File: src/design/lsde_pkg.sv
// Shared types, constants and helper functions for the LRU stack-distance engine.
// Has no dependencies; the cell, segment encoder and top-level files import it.
package lsde_pkg;

  // Page key width and the width of the reported stack depth.
  localparam int KEY_W        = 63;
  localparam int DEPTH_OUT_W  = 10;
  localparam int DEPTH_SAT    = 1023;
  localparam int STACK_DEPTH_DEF = 1024;

  // Width of one search segment; the local encoder handles this many cells.
  localparam int SEG_W_MAX = 32;
  localparam int SEG_LOC_W = 5;

  // Packed stream widths.
  localparam int IN_TDATA_W  = 64;
  localparam int OUT_TDATA_W = 16;

  // Sequencer states for one access.
  typedef enum logic [2:0] {
    ST_IDLE,
    ST_CMP,
    ST_SEG,
    ST_ENC,
    ST_UPD
  } lsde_state_t;

  // Per-cell control from the sequencer.
  typedef struct packed {
    logic live;  // cell holds a valid entry (below occupancy)
    logic ld;    // cell takes its load key this cycle
  } lsde_cell_ctl_t;

  // One-hot (at most one bit set) to binary index over a segment.
  function automatic logic [SEG_LOC_W-1:0] lsde_enc32(input logic [SEG_W_MAX-1:0] v);
    logic [SEG_LOC_W-1:0] r;
    r = '0;
    for (int i = 0; i < SEG_W_MAX; i++) begin
      if (v[i]) begin
        r = r | SEG_LOC_W'(i);
      end
    end
    return r;
  endfunction

endpackage

File: src/design/lsde_seg.sv
// Segment encoder: folds a group of cell match bits into a registered hit flag
// and local binary index. Depends on lsde_pkg for the encode function.
module lsde_seg #(
  parameter int SEG_W = lsde_pkg::SEG_W_MAX
) (
  input  logic                     clk,
  input  logic                     rst_n,
  input  logic [SEG_W-1:0]         match_i,
  output logic                     hit_o,
  output logic [$clog2(SEG_W)-1:0] loc_o
);
  import lsde_pkg::*;

  localparam int LOC_W = $clog2(SEG_W);

  logic                 hit_r;
  logic [LOC_W-1:0]     loc_r;
  logic [SEG_LOC_W-1:0] loc_full;

  // At most one key in the stack can match, so an OR encoder is exact.
  assign loc_full = lsde_enc32(SEG_W_MAX'(match_i));

  always_ff @(posedge clk) begin
    if (!rst_n) begin
      hit_r <= 1'b0;
    end else begin
      hit_r <= |match_i;
    end
  end

  always_ff @(posedge clk) begin
    loc_r <= loc_full[LOC_W-1:0];
  end

  assign hit_o = hit_r;
  assign loc_o = loc_r;

endmodule

File: config.mk
export PLATFORM = sky130hd
export DESIGN_NAME = lsde_seg
export DESIGN_NICKNAME = d
export VERILOG_FILES = /design/src/design/lsde_pkg.sv /design/src/design/lsde_seg.sv
export SDC_FILE = /design/constraint.sdc
export NUM_CORES = 1
export LEC_CHECK = 0
export BUFFER_PORTS_ARGS = -buffer_cell sky130_fd_sc_hd__buf_2
export CAP_MARGIN = 20
export CELL_PAD_IN_SITES_DETAIL_PLACEMENT = 0
export CELL_PAD_IN_SITES_GLOBAL_PLACEMENT = 1
export CORE_MARGIN = 3
export CORE_UTILIZATION = 18
export DETAILED_ROUTE_END_ITERATION = 10
export PLACE_DENSITY = 0.78
export SETUP_SLACK_MARGIN = 0.15
export SYNTH_ARGS = -nofsm -noshare
export SYNTH_HDL_FRONTEND = slang
export SYNTH_SLANG_ARGS = --single-unit
File: constraint.sdc
create_clock -name clk -period 3.64 [get_ports clk]
set_input_delay 0 -clock clk [delete_from_list [all_inputs] [get_ports clk]]
set_output_delay 0 -clock clk [all_outputs]
set_load 0.02 [all_outputs]
## Yosys cells after proc, flatten, opt, wreduce, memory -nomap -nowiden

Cells that the tools add are included.

| storage, ports and cells | value |
|---|---|
| register bits after elaboration | 6 |
| bits in latches | 0 |
| memory bits (writable) | 0 |
| memory bits (read-only) | 0 |
| bits of input ports | 34 |
| output and inout bits | 6 |
| logic and storage cells | 40 |
| memories kept | 0 |

| operators by class | value |
|---|---|
| $add $sub $neg | 0 |
| multipliers | 0 |
| divide/modulo/power cells | 0 |
| $lt $le $gt $ge | 0 |
| eq/ne operators | 0 |
| shift operators | 0 |
| mux-type cells | 29 |
| bitwise operators | 0 |
| reductions and logical operators | 5 |

Operators with widths:

| operator | number |
|---|---|
| $mux 5 | 14 |
| $mux 4 | 8 |
| $reduce_or 32->1 | 1 |
| $reduce_or 16->1 | 1 |
| $mux 3 | 4 |
| $reduce_or 8->1 | 1 |
| $mux 2 | 2 |
| $reduce_or 4->1 | 1 |
| $reduce_or 2->1 | 1 |
| $mux 1 | 1 |

## Depth between registers and ports, before layout

| logic depth | value |
|---|---|
| word-level depth | 29 |
| depth in mapped cells | 3 |
| depth with buffers taken out | 3 |

## Worst setup path after synthesis

OpenSTA, ideal clock, no wires.

| path | value |
|---|---|
| path type | input -> register |
| from | input port match_i[29] |
| to | register loc_r[3] (netlist: loc_o[3]) |
| setup time | 0.134 ns |
| arrival | 1.010 ns |
| data required time | 3.506 ns |
| path slack | 2.496 ns |
| cell stages on the path | 2 |
| path buffers | 0 |
| cell sequence | or4_1 or4_1 |

| on the way | value |
|---|---|
| word-level cells in the longest chain between the ends | 1 |

Ends and longest elaborated chain:

| item | line | source |
|---|---|---|
| start: declaration | lsde_seg.sv:8 | `input logic [SEG_W-1:0] match_i,` |
| $reduce_or 8->1 (no line) | n/a |  |
| end signal: assignment | lsde_seg.sv:32 | `loc_r <= loc_full[LOC_W-1:0];` |
| end: declaration | lsde_seg.sv:17 | `logic [LOC_W-1:0] loc_r;` |

No other way between the ends.
A chain may end at the register's enable or synchronous reset.

## Worst setup path after layout

Same ends and word-level chain as after synthesis.

==> metrics.csv <==
metric,value,unit
period utilisation layout,0.441,
grt ovf,0,
HP Class,input port to flip-flop,
gp weighted congestion,0.748,
failing checks,negative hold slack,
Setup Viol. Count Final,0,
main combinational cell family by area after synthesis,simple AND/OR/NAND/NOR gates,
CP Capture Type,flip-flop,
actual slew at the worst max-slew pin,0.355,ns
I/O Pins,40,
Post-Synthesis Cells,36,
largest net degree at the start of global routing,4,
Top delay family on crit path,simple AND/OR/NAND/NOR gates,
core area,1520,um^2
total track usage,0.102,
DR vias/cell,4.65,
hold buffers post-CTS,7,
worst path cell trace,"dlygate4sd3_1, buf_2, or4_1, or4_1",
CTS buffer count,3,
RSZ-0062 raised after global routing,no,
fin crit period,1.61,ns
Setup Buffers After CTS,0,
Combinational Power Share,0.214,
most frequent cells in the layout,"buf_2, nor4_1, dlygate4sd3_1",
DR iter-0 viols,5,
Final Hold Viols,1,
DRC Markers,0,
max incr delay on CP,0.53,ns
Sw Share,0.210,
mux contribution to synthesized area,0,
TritonCTS clock tree,built,
htree depth,1,
critical path required time,3.74,ns
leading area contributor after synthesis,dfxtp_1,
WP buf/inv,2,
Synth Area per Inst,8.24,um^2
Die Wd,46.6,um
clock tree buffer depth,2,
clock slew at reported path FFs,0.04,ns
Synth top area share,0.405,
critical path arrival,1.71,ns
first-pass GRT wire length,1600,um
final slew viol count,0,
Area growth syn-to-layout,104,%
1st-pass router iterations,4,
CP max stage cell,dlygate4sd3_1,
Max-slew headroom,0.761,
vias in the first global route,433,
root buffer cell,clkbuf_4,
drt total wl,1080,um
simple logic cell fraction of the synthesized area,0.553,
post-synthesis adder-cell area fraction,0,
initial antenna violation count,0,
via count,470,
Ys Warns,0,
CTS sink count,6,
crit-path max FO,2,
pre-CTS setup slack,2.34,ns
"final std cell area, no fill",604,um^2
max cap viols,0,
PwrDens,259,nW/um^2
Setup CP Type,input port to flip-flop,
PortBufs,39,
"top cells by area, synth","dfxtp_1, nor4_1, or4_1",
synthesis-stage register bit count,6,
XOR/XNOR share of the synthesized area,0,
PostCTS Resize Cnt,0,
sequential share of power,0.426,
Die ar.,2170,um^2
outcome,finished with violations,
startpoint types,input port,
DR WL/cell,10.7,um
final worst slack,2.03,ns
Nets,121,
compound-cell area share of the yosys netlist,0.0295,
WHS,-0.000547,ns
Antenna Nets Post-Route,0,
Area after DPL,512,um^2
diode count,0,
Switch Pwr,32.8,uW
P_int,124,uW
area of the mapped netlist,297,um^2
sequential share of the synthesized area,0.405,
# rows,14,
die height,46.6,um
Clock Power Share,0.360,
Leak,0.269,nW
Fin Setup TNS,0,ns
DP Wirelength,959,um
worst vdd ir,0.0678,mV
syn nets,70,
final design utilization,0.397,
Initial Utilization,0.195,
Most Frequent Cell on Critical Path,or4_1,
layout cells sized above 1,0.494,
synth unique cells,12,
"most common cell after layout, fill and taps aside",buf_2,
FMAX,623,MHz
==> final cells by class <==
class	instances	area (um^2)
sequential	6	120
multi-input combinational	29	173
inverter	1	3.75
tap	16	20.0
timing repair buffer	46	265
fill	171	920
clock buffer	3	22.5
==> flip-flops by register name, summed over array words and instances, names as in the netlist <==
register and cells:
hit_o 1, loc_o 5
==> kinds of logic after synthesis <==
group,count (synthesis)
and+or+nand+nor,28
buffers and inverters,1
AOI/OAI and AO/OA,1
DFF,6
==> power groups by stage <==
stage	Sequential, mW	Combinational [mW]	Clock [mW]
6_report	0.0667	0.0334	0.0564
3_3_place_gp	0.0678	0.0282	0
4_1_cts	0.0667	0.0335	0.0591
2_1_floorplan	0.0686	0.00521	0
5_1_grt	0.0666	0.0372	0.0610
3_5_place_dp	0.0678	0.0284	0
==> worst paths after layout <==
check	from	end	depth (start not counted)	slack, ns
hold / removal	match_i[21]	loc_o[4]	3	-0.0005
setup / recovery	match_i[29]	loc_o[3]	4	2.03
==> synth_stat cells <==
cell type and number:
nor4_1 7, dfxtp_1 6, nor2_1 5, or4_1 5
nand4_1 3, nor3_1 3, or3_1 2, a41oi_1 1
and3_1 1, inv_1 1, nand2_1 1, nand3b_1 1
==> per-stage QoR <==
stage	hold WS, ns	instances	power (mW)
6_report	-0.000547	101	0.157
2_1_floorplan	0.105	36	0.0738
3_5_place_dp	0.219	91	0.0962
3_3_place_gp	0.206	91	0.0960
5_1_grt	0.0276	101	0.165
4_1_cts	0.0000977	101	0.159
==> layer usage <==
metal | track usage | wire (um)
met1 | 0.124 | 414
met2 | 0.181 | 543
met3 | 0.0117 | 120
met4 | 0.0341 | 0
met5 | 0 | 0
No activity file was read; power rests on OpenSTA's default activity.
