File: src/design/lsde_pkg.sv
// Shared types, constants and helper functions for the LRU stack-distance engine.
// Has no dependencies; the cell, segment encoder and top-level files import it.
package lsde_pkg;

  // Page key width and the width of the reported stack depth.
  localparam int KEY_W        = 63;
  localparam int DEPTH_OUT_W  = 10;
  localparam int DEPTH_SAT    = 1023;
  localparam int STACK_DEPTH_DEF = 1024;

  // Width of one search segment; the local encoder handles this many cells.
  localparam int SEG_W_MAX = 32;
  localparam int SEG_LOC_W = 5;

  // Packed stream widths.
  localparam int IN_TDATA_W  = 64;
  localparam int OUT_TDATA_W = 16;

  // Sequencer states for one access.
  typedef enum logic [2:0] {
    ST_IDLE,
    ST_CMP,
    ST_SEG,
    ST_ENC,
    ST_UPD
  } lsde_state_t;

  // Per-cell control from the sequencer.
  typedef struct packed {
    logic live;  // cell holds a valid entry (below occupancy)
    logic ld;    // cell takes its load key this cycle
  } lsde_cell_ctl_t;

  // One-hot (at most one bit set) to binary index over a segment.
  function automatic logic [SEG_LOC_W-1:0] lsde_enc32(input logic [SEG_W_MAX-1:0] v);
    logic [SEG_LOC_W-1:0] r;
    r = '0;
    for (int i = 0; i < SEG_W_MAX; i++) begin
      if (v[i]) begin
        r = r | SEG_LOC_W'(i);
      end
    end
    return r;
  endfunction

endpackage

File: src/design/lsde_cell.sv
// One stack cell: holds a page key, compares it against the searched key and
// loads either the new key or its upper neighbor's key. Depends on lsde_pkg.
module lsde_cell (
  input  logic                    clk,
  input  logic                    rst_n,
  input  lsde_pkg::lsde_cell_ctl_t ctl_i,
  input  logic [lsde_pkg::KEY_W-1:0] cmp_key_i,
  input  logic [lsde_pkg::KEY_W-1:0] d_key_i,
  output logic [lsde_pkg::KEY_W-1:0] key_o,
  output logic                    match_o
);
  import lsde_pkg::*;

  logic [KEY_W-1:0] key_r;
  logic             match_r;
  logic             match_nxt;

  // A cell above the occupancy line never reports a match.
  assign match_nxt = ctl_i.live && (key_r == cmp_key_i);

  // Stored key moves only when the sequencer shifts this cell.
  always_ff @(posedge clk) begin
    if (ctl_i.ld) begin
      key_r <= d_key_i;
    end
  end

  // Registered compare result.
  always_ff @(posedge clk) begin
    if (!rst_n) begin
      match_r <= 1'b0;
    end else begin
      match_r <= match_nxt;
    end
  end

  assign key_o   = key_r;
  assign match_o = match_r;

endmodule

File: config.mk
export PLATFORM = sky130hd
export DESIGN_NAME = lsde_cell
export DESIGN_NICKNAME = d
export VERILOG_FILES = /design/src/design/lsde_pkg.sv /design/src/design/lsde_cell.sv
export SDC_FILE = /design/constraint.sdc
export NUM_CORES = 1
export LEC_CHECK = 0
export ABC_CLOCK_PERIOD_IN_PS = 1600
export CAP_MARGIN = 5
export CORE_AREA = 3 3 91 93
export DETAILED_ROUTE_END_ITERATION = 6
export DIE_AREA = 0 0 94 96
export DONT_BUFFER_PORTS = 1
export PLACE_DENSITY = 0.47
export SLEW_MARGIN = 0
export SYNTH_ARGS = -nofsm -noshare
export SYNTH_HDL_FRONTEND = slang
export SYNTH_SLANG_ARGS = --single-unit
File: constraint.sdc
create_clock -name clk -period 1.6 [get_ports clk]
set_clock_uncertainty 0.2 [all_clocks]
set_input_delay 0.32 -clock clk [delete_from_list [all_inputs] [get_ports clk]]
set_output_delay 0.32 -clock clk [all_outputs]
set_load 0.02 [all_outputs]
# Yosys cells after proc, flatten, opt, wreduce, memory -nomap -nowiden
# Cells that the tools add are included.
[totals] latch_bits=0 wordCells=4 in_bits=130 mem_count=0 mem_bits_ro=0 regBits=64 ram_bits=0
[classes] div_mod_pow=0 eq_ne=1 bitwise=0 multipliers=0 add_sub_neg=0 n_mux=0 n_reduce_logical=1 n_lt_le_gt_ge=0 n_shift=0
[ops] operator="== test 63 bit" count=1
[ops] operator="logical AND 1 bit" count=1

# Logic depth before layout (Yosys ltp)
[logic_depth] ltp_word=2 mapped_depth=5

# Least setup slack after synthesis
# No wires, ideal clock.
[synth_timing] path_kind="register -> register" from="register key_r[14], in the netlist key_o[14]" to="register match_r, in the netlist match_o" setup_slack_ns=-0.063 path_buffers=0 path_stages_with_launch=6 arrival_time_ns=1.376 path_cell_list="edfxtp_1 > xnor2_1 > nand4_1 > nor4_1 > nand4_1 > nor4_2"
[synth_between] elab_chain_cells=2
[synth_lines] item="start: declaration" line_no="lsde_cell.sv:14" rtl="logic [KEY_W-1:0] key_r;"
[synth_lines] item="start signal: assignment" line_no="lsde_cell.sv:24" rtl="key_r <= d_key_i;"
[synth_lines] item="== test 63 bit" line_no="lsde_cell.sv:19" rtl="assign match_nxt = ctl_i.live && (key_r == cmp_key_i);"
[synth_lines] item="logical AND 1 bit" line_no="lsde_cell.sv:19"
[synth_lines] item="end signal: assignment" line_no="lsde_cell.sv:33" rtl="match_r <= match_nxt;"
[synth_lines] item="end: declaration" line_no="lsde_cell.sv:15" rtl="logic match_r;"
# Every way passes these cells.
# A chain may end at the register's enable or synchronous reset.

# Worst setup path in the final report
[layout_timing] from="register key_r[3], in the netlist key_o[3]" to="register match_r, in the netlist match_o"
# Same word-level chain as after synthesis.

==> impl_metrics.tcl <==
set metrics [dict create \
    path_cells "xnor2_2, nand4_1, nor4_2, buf_4, nand4_1, nor4_2" \
    cp_max_fo 2 \
    cp.arrival_ns 1.94 \
    dpl.hpwl_um 5542 \
    final_common_cell "buf_4" \
    h-tree-depth 3 \
    coreArea_mm2 0.007607 \
    synth_flop_cell "edfxtp_1" \
    setup_viol 1 \
    tightestPinTransition_ns 0.3570 \
    dr.pass1.iters 4 \
    wl_per_cell_um 18.33 \
    placed_area_mm2 0.003269 \
    nNetsFinal 432 \
    drt_iter0_markers 49 \
    ys_warn_count 0 \
    fin_util_pct 54.57 \
    synthCells 159 \
    p_leak_nw 1.554 \
    wl_um 7499 \
    cts_buffers 9 \
    irDropWorstVdd_uv 565.6 \
    area_growth_pct 57.77 \
    place.gp.congestion 0.7031 \
    cts_tree "yes" \
    cts_buffer_depth 2 \
    die_y_um 96 \
    setup.worst_path.start "key_o[3]" \
    violations "negative hold slack, negative setup slack" \
    fin_crit_sh_pct 118.6 \
    outcome "finished with violations" \
    cp_top_family "simple AND/OR/NAND/NOR gates" \
    globalRouteOverflowTotal 0 \
    io_buffers 0 \
    grt_pass1_vias 2148 \
    hp-start "ctl_i[0]" \
    cts.sinks 64 \
    antenna_found_initial 0 \
    synth_nets 289 \
    power_density_mw_per_mm2 1027 \
    start_util_pct 34.59 \
    async_flop_share_pct 0 \
    fmax_ghz 0.5268 \
    path_buf_inv 1 \
    cp_slowest_cell "edfxtp_1" \
    crit_required_ns 1.64 \
    synth.avg_cell_area_um2 16.55 \
    crit_path_max_incr_delay_ns 0.44 \
    reg2reg_from "key_o[3]" \
    fin_ws_ns -0.2982 \
    mostFrequentLayoutCells "buf_4, dlygate4sd3_1, edfxtp_1" \
    ys_seq_area_share_pct 72.66 \
    cts_hold_buf 63 \
    power_w 0.004265 \
    clk-insertion-delay-late_ns 0.33 \
    rsz0062_at_grt "yes" \
    cts.clk_slew.worst_paths_ns 0.07 \
    num_antenna_cells 0 \
    ys_types 17 \
    rows 32 \
    period_minus_slack_ns 1.898 \
    cts_root_buf "clkbuf_8" \
    fill_cells 642 \
    drc 0 \
    dieWidth_um 94 \
    critPathKind "reg -> reg" \
    hold_viol 63 \
    ys_seq_elements 64 \
    track_usage_pct 15.56 \
    hold_ws_ns -0.1074 \
    grt_pass1_wl_um 10290 \
    netlist_area_mm2 0.002631 \
    cp-start-kind "flop" \
    crit_path_end_kind "flop" \
    final_area_mm2 0.004151 \
    grt_max_degree 64 \
    viasPerCell 4.709 \
    cap_violations 0 \
    slew-limit-headroom_pct 75.98 \
    die_area_mm2 0.009024 \
    drv_slew 0 \
    num_vias 1926 \
    synth_edf_count 63 \
    ios 194 \
    ant_nets 0 \
    hp-class "in -> reg" \
    drive_above_1_share_pct 28.01 \
]
cell type report:
class	instances	area (um^2)	area share, %
clock inverter	6	83.83	2.019
clock buffer	10	127.6	3.074
timing repair buffer	132	1167	28.12
multi-input combinational	84	691.9	16.67
inverter	11	41.29	0.9946
sequential	64	1912	46.05
tap	102	127.6	3.074
logic make-up after synthesis:
logic type	after synthesis	share of synthesized area, %
AO/OA/AOI/OAI	11	3.376
XOR/XNOR	52	17.31
buffers and inverters	11	1.569
flip-flops	64	72.66
AND/OR/NAND/NOR	21	5.088
timing repair:
item,4_1_cts,5_1_grt
setup endpoints to repair,2,4
gates cloned,0,0
gates resized for setup,4,4
pin swaps,3,0
endpoints found under the hold margin,126,63
buffers inserted,3,0
metrics by stage:
| step | std cells | setup slack [ns] | setup TNS (ns) | hold slack, ns |
|---|---|---|---|---|
| 3_5_place_dp | 329 | -0.3901 | -0.3901 | 0.2189 |
| 4_1_cts | 410 | -0.2900 | -0.3423 | -0.1303 |
| 2_1_floorplan | 159 | -0.06349 | -0.06349 | 0.2189 |
| 5_1_grt | 409 | -0.4061 | -0.4146 | -0.1412 |
| 3_3_place_gp | 329 | -0.2722 | -0.2722 | 0.2189 |
| 6_report | 409 | -0.2982 | -0.2982 | -0.1074 |
power breakdown:
group	internal, W	total [W]	leakage (nW)	switching (W)
sequential	0.00199	0.00209	0.625	0.0000922
combinational	0.000391	0.000713	0.830	0.000321
clock	0.000869	0.00147	0.0999	0.000598
path summary, 6_finish.rpt:
kind	end	slack [ns]	cells past startpoint
max	match_o	-0.30	6
max reg2reg	match_o	-0.30	6
min reg2reg	match_o	0.43	3
min	key_o[11]	-0.11	0
Yosys cell counts, types with 2 or more instances:
cell type / instances / share of area, %
nor4_1: 5 / 1.2
nand4_1: 12 / 2.9
edfxtp_1: 63 / 72
xor2_1: 10 / 3.3
inv_1: 11 / 1.6
a22oi_1: 3 / 0.86
xnor2_1: 42 / 14
o22ai_1: 2 / 0.48
o221ai_1: 2 / 0.67
o2bb2ai_1: 2 / 0.67
routing by layer:
layer	vias up	share of wire, %	track usage (%)	routed length (um)
met5	-	0	0	0
met4	0	2.9	6.498	217
met3	17	9.8	7.193	733
met2	129	54	28.62	4030
met1	895	34	14.94	2517
li1	885	-	-	-
registers in the layout, summed over array words and instances (netlist names):
signal / flops
key_o: 63
match_o: 1
(Power assumes the default switching activity.)
